$ cat config.mk
export PLATFORM = sky130hd
export DESIGN_NAME = moesif_coherence_line_controller
export DESIGN_NICKNAME = d
export VERILOG_FILES = /design/src/moesif_pkg.sv /design/src/moesif_coherence_line_controller.sv /design/src/moesif_decode.sv
export SDC_FILE = /design/constraint.sdc
export NUM_CORES = 1
export LEC_CHECK = 0
export ABC_AREA = 1
export BUFFER_PORTS_ARGS = -buffer_cell sky130_fd_sc_hd__buf_4
export CORE_MARGIN = 3
export CORE_UTILIZATION = 25
export DETAILED_ROUTE_END_ITERATION = 7
export SYNTH_ARGS = -nofsm -noshare
export SYNTH_HDL_FRONTEND = slang
export SYNTH_SLANG_ARGS = --single-unit
$ cat constraint.sdc
create_clock -name clk -period 2.1 [get_ports clk]
set_input_delay 0.315 -clock clk [delete_from_list [all_inputs] [get_ports clk]]
set_output_delay 0.315 -clock clk [all_outputs]
set_load 0.02 [all_outputs]
$ cat src/moesif_pkg.sv
// Shared types and constants for the MOESIF line controller.
// Holds the event and result transfer structs, command, state and request codes.
// Depends on nothing.
package moesif_pkg;

	localparam int ADDR_BITS = 32;
	localparam int ID_BITS   = 4;

	typedef logic [2:0] cmd_t;
	typedef logic [3:0] state_t;
	typedef logic [1:0] req_t;

	localparam cmd_t CMD_LOAD  = 3'd0;
	localparam cmd_t CMD_STORE = 3'd1;
	localparam cmd_t CMD_GETS  = 3'd2;
	localparam cmd_t CMD_GETM  = 3'd3;
	localparam cmd_t CMD_DATA  = 3'd4;

	localparam state_t ST_I   = 4'd0;
	localparam state_t ST_ISE = 4'd1;
	localparam state_t ST_S   = 4'd2;
	localparam state_t ST_E   = 4'd3;
	localparam state_t ST_O   = 4'd4;
	localparam state_t ST_IM  = 4'd5;
	localparam state_t ST_SM  = 4'd6;
	localparam state_t ST_FM  = 4'd7;
	localparam state_t ST_OM  = 4'd8;
	localparam state_t ST_M   = 4'd9;
	localparam state_t ST_F   = 4'd10;

	localparam req_t REQ_NONE = 2'd0;
	localparam req_t REQ_GETS = 2'd1;
	localparam req_t REQ_GETM = 2'd2;

	typedef struct packed {
		cmd_t                 cmd;
		logic [ADDR_BITS-1:0] line_addr;
		logic [ID_BITS-1:0]   requester_id;
		logic                 shared_seen;
	} evt_t;

	typedef struct packed {
		req_t                 bus_request;
		logic                 data_to_processor;
		logic                 data_onto_bus;
		logic [ID_BITS-1:0]   dest_id;
		logic [ADDR_BITS-1:0] addr_out;
		logic                 assert_shared;
		logic                 miss_pulse;
		logic                 upgrade_pulse;
		logic                 protocol_error;
		state_t               line_state;
	} res_t;

endpackage

$ cat src/moesif_coherence_line_controller.sv
// Top level of the MOESIF coherence controller for one cache line.
// Instantiates moesif_decode; depends on moesif_pkg.
//
// One event is taken per cycle while the event channel does not stall, and each event
// gives exactly one result: the event is captured in an input register, decided
// against the line state in one combinational pass, and the result is then
// registered in an output register. Without output stalls the sustained throughput
// is one event per clock; the line state register is updated as each result is
// registered. The event channel stalls only while the input register holds an
// event and the result register is both full and stalled.
module moesif_coherence_line_controller (
	input  logic               clk,
	input  logic               arst_n,
	input  logic               evt_valid,
	output logic               evt_stall,
	input  moesif_pkg::evt_t   evt,
	output logic               res_valid,
	input  logic               res_stall,
	output moesif_pkg::res_t   res
);
	import moesif_pkg::*;

	logic   valid_s1;
	evt_t   evt_s1;
	logic   res_valid_q;
	res_t   res_q;
	state_t state_q;
	res_t   dec_res;
	logic   advance;

	assign advance   = !res_valid_q || !res_stall;
	assign evt_stall = valid_s1 && !advance;

	moesif_decode u_decode (
		.state (state_q),
		.evt   (evt_s1),
		.res   (dec_res)
	);

	always_ff @(posedge clk or negedge arst_n) begin
		if (!arst_n) begin
			valid_s1    <= 1'b0;
			res_valid_q <= 1'b0;
			state_q     <= ST_I;
		end else begin
			if (!evt_stall) begin
				valid_s1 <= evt_valid;
			end
			if (advance) begin
				res_valid_q <= valid_s1;
				if (valid_s1) begin
					state_q <= dec_res.line_state;
				end
			end
		end
	end

	always_ff @(posedge clk) begin
		if (!evt_stall && evt_valid) begin
			evt_s1 <= evt;
		end
		if (advance && valid_s1) begin
			res_q <= dec_res;
		end
	end

	assign res_valid = res_valid_q;
	assign res       = res_q;

endmodule

$ cat src/moesif_decode.sv
// Combinational protocol decision for one event against the current line state.
// Produces the full result, whose line_state is the next state of the line.
// Depends on moesif_pkg.
module moesif_decode (
	input  moesif_pkg::state_t state,
	input  moesif_pkg::evt_t   evt,
	output moesif_pkg::res_t   res
);
	import moesif_pkg::*;

	state_t nx;
	req_t   req;
	logic   to_proc;
	logic   to_bus;
	logic   shr;
	logic   miss;
	logic   upg;
	logic   err;
	logic   store;

	assign store = (evt.cmd == CMD_STORE);

	always_comb begin
		nx      = state;
		req     = REQ_NONE;
		to_proc = 1'b0;
		to_bus  = 1'b0;
		shr     = 1'b0;
		miss    = 1'b0;
		upg     = 1'b0;
		err     = 1'b0;
		unique case (evt.cmd) inside
			CMD_LOAD, CMD_STORE: begin
				unique case (state) inside
					ST_I: begin
						req  = store ? REQ_GETM : REQ_GETS;
						nx   = store ? ST_IM : ST_ISE;
						miss = 1'b1;
					end
					ST_S, ST_O, ST_F: begin
						if (store) begin
							req  = REQ_GETM;
							nx   = (state == ST_S) ? ST_SM :
								(state == ST_O) ? ST_OM : ST_FM;
							miss = 1'b1;
						end else begin
							to_proc = 1'b1;
						end
					end
					ST_E: begin
						to_proc = 1'b1;
						if (store) begin
							nx  = ST_M;
							upg = 1'b1;
						end
					end
					ST_M: to_proc = 1'b1;
					default: err = 1'b1;
				endcase
			end
			CMD_GETS, CMD_GETM, CMD_DATA: begin
				unique case (state) inside
					ST_I: ;
					ST_ISE: begin
						if (evt.cmd == CMD_DATA) begin
							to_proc = 1'b1;
							nx      = evt.shared_seen ? ST_S : ST_E;
						end
					end
					ST_IM: begin
						if (evt.cmd == CMD_DATA) begin
							to_proc = 1'b1;
							nx      = ST_M;
						end
					end
					ST_SM: begin
						if (evt.cmd == CMD_GETS) begin
							shr = 1'b1;
						end else if (evt.cmd == CMD_DATA) begin
							to_proc = 1'b1;
							nx      = ST_M;
						end
					end
					ST_FM, ST_OM: begin
						if (evt.cmd == CMD_GETS) begin
							shr    = 1'b1;
							to_bus = 1'b1;
						end else if (evt.cmd == CMD_GETM) begin
							to_bus = 1'b1;
							nx     = ST_IM;
						end else begin
							to_proc = 1'b1;
							nx      = ST_M;
						end
					end
					ST_S: begin
						if (evt.cmd == CMD_GETS) begin
							shr = 1'b1;
						end else if (evt.cmd == CMD_GETM) begin
							nx = ST_I;
						end else begin
							err = 1'b1;
						end
					end
					ST_E, ST_O, ST_M, ST_F: begin
						if (evt.cmd == CMD_GETS) begin
							shr    = 1'b1;
							to_bus = 1'b1;
							nx     = (state == ST_E || state == ST_F) ? ST_F : ST_O;
						end else if (evt.cmd == CMD_GETM) begin
							to_bus = 1'b1;
							nx     = ST_I;
						end else begin
							err = 1'b1;
						end
					end
					default: err = 1'b1;
				endcase
			end
			default: err = 1'b1;
		endcase
		if (err) begin
			nx      = state;
			req     = REQ_NONE;
			to_proc = 1'b0;
			to_bus  = 1'b0;
			shr     = 1'b0;
			miss    = 1'b0;
			upg     = 1'b0;
		end
	end

	always_comb begin
		res.bus_request       = req;
		res.data_to_processor = to_proc;
		res.data_onto_bus     = to_bus;
		res.dest_id           = to_bus ? evt.requester_id : '0;
		res.addr_out          = (req != REQ_NONE || to_proc || to_bus) ? evt.line_addr : '0;
		res.assert_shared     = shr;
		res.miss_pulse        = miss;
		res.upgrade_pulse     = upg;
		res.protocol_error    = err;
		res.line_state        = nx;
	end

endmodule

# Yosys cells after proc, flatten, opt, wreduce, memory -nomap -nowiden
# Cells that the tools add are included.
# totals
elab_cells	109
rom_bits	0
latchBits	0
mem_bits_rw	0
n_memories	0
ff_bits	94
out_inout_bits	50
in_bits	44
# classes
add_sub_neg	0
div	0
order_cmp	0
mul	0
mux	44
eq_ne	14
bitwise	4
n_shift	0
reduce_logical	30
# op_table
operator	n
$mux W4	14
$pmux W4 S6	1
$reduce_or A6 Y1	3
$eq A4 B3 Y1 const B	4
$mux W1	15
$eq A4 B4 Y1 const B	3
$pmux W4 S3	1
$reduce_or A3 Y1	4
$pmux W1 S2	5
$reduce_or A2 Y1	5
$eq A4 B2 Y1 const B	2
$mux W2	4
$pmux W4 S2	1
$reduce_or A8 Y1	1
$eq A3 B2 Y1 const B	2
$reduce_or A5 Y1	1
$eq A4 B1 Y1 const B	1
$logic_not A1 Y1	4
$logic_not A4 Y1	1
$logic_or A1 B1 Y1	4
$not A1 Y1	4
$pmux W2 S2	1
$reduce_or A4 Y1	1
$eq A3 B1 Y1 const B	1
7 further kinds	9

# Logic depth before layout (Yosys ltp)
# depth
word_depth	9
depth_mapped	13
mapped_depth_nobuf	12

# By module
# From an unflattened synthesis, not the netlist that was laid out.
# unflattened
hier_cells	343
area_unflattened_um2	4000.1
# by_module_without_submodules
module	seq_area_each_um2	cells_each	area_per_inst_um2	instances
moesif_coherence_line_controller	2792.7	115	2877.8	1
moesif_decode	0.0	228	1122.3	1

# Worst setup path after synthesis
# OpenSTA, ideal clock, no wires.
# synth_path
path_type	register -> register
from	reg res_valid_q (netlist: res_valid)
to	reg res_q, in the netlist res[0], enable pin
setup_slack_ns	0.023
t_required_ns	1.695
n_path_buf	0
period_less_slack_ns	2.077
stages_incl_launch_ff	4
setup_ns	0.405
arrival_time_ns	1.672
path_cell_list	dfrtp_1 nand2_1 nand2_1 inv_1
# synth_via
elab_chain_len	3
# synth_lines
item	line_no	rtl
from (decl)	moesif_coherence_line_controller.sv:25	logic res_valid_q;
from (signal assigned)	moesif_coherence_line_controller.sv:50	res_valid_q <= valid_s1;
$logic_not A1 Y1	moesif_coherence_line_controller.sv:31	assign advance = !res_valid_q || !res_stall;
$logic_or A1 B1 Y1	moesif_coherence_line_controller.sv:31	
$logic_and A1 B1 Y1	moesif_coherence_line_controller.sv:62	if (advance && valid_s1) begin
to (signal assigned)	moesif_coherence_line_controller.sv:63	res_q <= dec_res;
to (decl)	moesif_coherence_line_controller.sv:26	res_t res_q;
# Every way passes these cells.
# A chain may end at the register's enable or synchronous reset.

==> impl_metrics.env <==
export IMPL_fin_tns_setup_ns=0
export IMPL_core_area_um2=15300
export IMPL_final_cells=696
export IMPL_postPlaceCellArea_um2=5100
export IMPL_overflow=0
export IMPL_clk_latency_ns=0.34
export IMPL_fp_dieW_um=132
export IMPL_hp_class="primary input to register"
export IMPL_synth_area_per_cell_um2=11.3
export IMPL_finalCritPeriodShare_pct=92.4
export IMPL_dp_slack_ns=0.0529
export IMPL_drt_iter0_markers=171
export IMPL_synth_area_leaders="edfxtp_1 (67%), nand2_1 (6.9%), inv_1 (5.3%), nor2_1 (4.7%), dfrtp_1 (3.8%)"
export IMPL_clk_path_buf_depth=2
export IMPL_rows=45
export IMPL_dpl_hpwl_um=6950
export IMPL_synth_edf_count=88
export IMPL_required_ns=2.19
export IMPL_fin_util_pct=36.1
export IMPL_total_power_mw=6.99
export IMPL_endpoint_kind="register"
export IMPL_worst_path_max_fanout=15
export IMPL_via_count=2875
export IMPL_design_area_um2=5530
export IMPL_gp_routability_congestion=0.865
export IMPL_drive_above_1_share_pct=35.3
export IMPL_io_pins=94
export IMPL_via_per_inst=4.13
export IMPL_irDropWorstVdd_uv=497
export IMPL_startpoint_type="register"
export IMPL_cts_tree="yes"
export IMPL_postSynth_asyncResetShare_pct=6.38
export IMPL_finalSetupViolCount=0
export IMPL_yosysUniqueCellTypes=28
export IMPL_grt_use_total_pct=10.8
export IMPL_regToRegSetupSlack_ns=0.16
export IMPL_die_h_um=132
export IMPL_cts_num_sinks=94
export IMPL_ys_ff_latch=94
export IMPL_synth_top_cell_area_share_pct=66.9
export IMPL_fin_nets=524
export IMPL_fin_ws_ns=0.159
export IMPL_placed_cells=675
export IMPL_synth_area_leader_cell="edfxtp_1"
export IMPL_drtAntennaViolNets=0
export IMPL_die_area_um2=17300
export IMPL_antenna_found_initial=0
export IMPL_synthToLayoutAreaGrowth_pct=40.1
export IMPL_syn_nets=394
export IMPL_synth_most_common_cell="edfxtp_1"
export IMPL_arrival_ns=2.03
export IMPL_synth_commonest_cells="edfxtp_1 (88), nand2_1 (73), inv_1 (56), nor2_1 (49), nor2_2 (14)"
export IMPL_drt_wl_total_um=9310
export IMPL_whs_ns=0.149
export IMPL_synth_seq_area_share_pct=70.7
export IMPL_yosysWarningCount=0
export IMPL_slew_headroom_pct=70.4
export IMPL_initial_core_util_pct=25.8
export IMPL_cts_max_level=3
export IMPL_clockRootBuffer="clkbuf_16"
export IMPL_io_buffer_count=93
export IMPL_rsz0062_at_grt="false"
export IMPL_critical_path_class="register to register"
export IMPL_drv_slew=0
export IMPL_netlist_area_um2=3950
export IMPL_grt_max_degree=45
export IMPL_status="completed"
export IMPL_synthesis_instances=350
export IMPL_drv_cap=0
export IMPL_drc=0
export IMPL_clk_pin_slew_worst_paths_ns=0.07
export IMPL_worst_pin_slew_ns=0.441
export IMPL_antenna_cells=0
export IMPL_fin_skew_ns=0.00982
export IMPL_numCtsBuffers=9
export IMPL_power_leakage_nw=2.50
export IMPL_first_pass_iters=4
export IMPL_grt_pass1_wl_um=14800
export IMPL_hold_viol=0
export IMPL_power_density_nw_per_um2=1260
export IMPL_synthFlopType="edfxtp_1"
export IMPL_fmax_ghz=0.515
export IMPL_min_period_ns=1.94
export IMPL_wire_per_inst_um=13.4
export IMPL_grt_pass1_vias=2895
per-layer routing:
metal	track usage, %	share of wire [%]
met1	13.5	45
met2	17.3	46
met3	3.94	7.1
met4	3.50	1.8
met5	0	0
registers in the layout (all words and copies together) (netlist names):
register   count
res_valid      1
valid_s1       1
evt_s1        40
state_q        4
res           48
path summary, 6_finish.rpt:
check | from | endpoint | cells after the start
min in group asynchronous | arst_n | res_valid | 2
max reg2reg | state_q[1] | res[9] | 12
max in group asynchronous | arst_n | state_q[2] | 2
max | state_q[1] | res[9] | 12
min | evt[1] | evt_s1[1] | 1
min reg2reg | valid_s1 | res_valid | 2
cell type report:
| class | instances | area (um2) |
|---|---|---|
| flip-flops and latches | 94 | 2800 |
| fillers | 1547 | 9780 |
| inverters | 63 | 239 |
| multi-input cells | 187 | 866 |
| repair buffers | 125 | 1010 |
| clock buffers | 9 | 225 |
| clock inverters | 7 | 136 |
| well taps | 211 | 264 |
timing repair:
action	CTS	global route
buffers inserted	0	3
setup endpoints to repair	0	41
hold buffers	1	0
gates resized for setup	0	3
hold endpoints to repair	6	0
worst max-delay path, stage by stage (launching register included):
cell and delay [ns]:
dfrtp_1 0.44, inv_1 0.10, nor2_1 0.05, nand2_1 0.14, nand2_4 0.09, nor2_4 0.14, nor2_2 0.07, nor2_4 0.07
inv_2 0.05, nor3_4 0.19, buf_12 0.14, buf_12 0.15, nor2_1 0.05
cells by family after synthesis:
kind of cell / count (synthesis) / synth area share [%]
simple gates: 162 / 18.2
compound gates: 25 / 3.71
buf+inv: 69 / 7.35
flops: 94 / 70.7
report_power, final:
part / leakage, nW / internal [mW] / switching [mW]
Clock: 0.175 / 1.28 / 0.663
Combinational: 1.39 / 1.02 / 1.43
Sequential: 0.932 / 2.46 / 0.144
Total: 2.50 / 4.75 / 2.23
placed cells by master (no fill, tap or decap), types with 2 or more instances in the layout:
cell type / netlist / layout
nor2_4: 2 / 2
o21ai_0: 8 / 7
nor2_2: 14 / 14
edfxtp_1: 88 / 88
nor2_1: 49 / 49
clkbuf_16: 0 / 10
inv_1: 56 / 54
nand2_2: 4 / 4
nand3_1: 13 / 13
clkinv_1: 1 / 4
buf_12: 0 / 4
dfrtp_1: 6 / 4
bufinv_16: 0 / 4
o211ai_1: 2 / 2
dfrtp_2: 0 / 2
nand4_1: 3 / 3
a21oi_1: 10 / 10
nand2_1: 73 / 73
buf_4: 1 / 119
inv_2: 5 / 6
(Power assumes the default switching activity.)
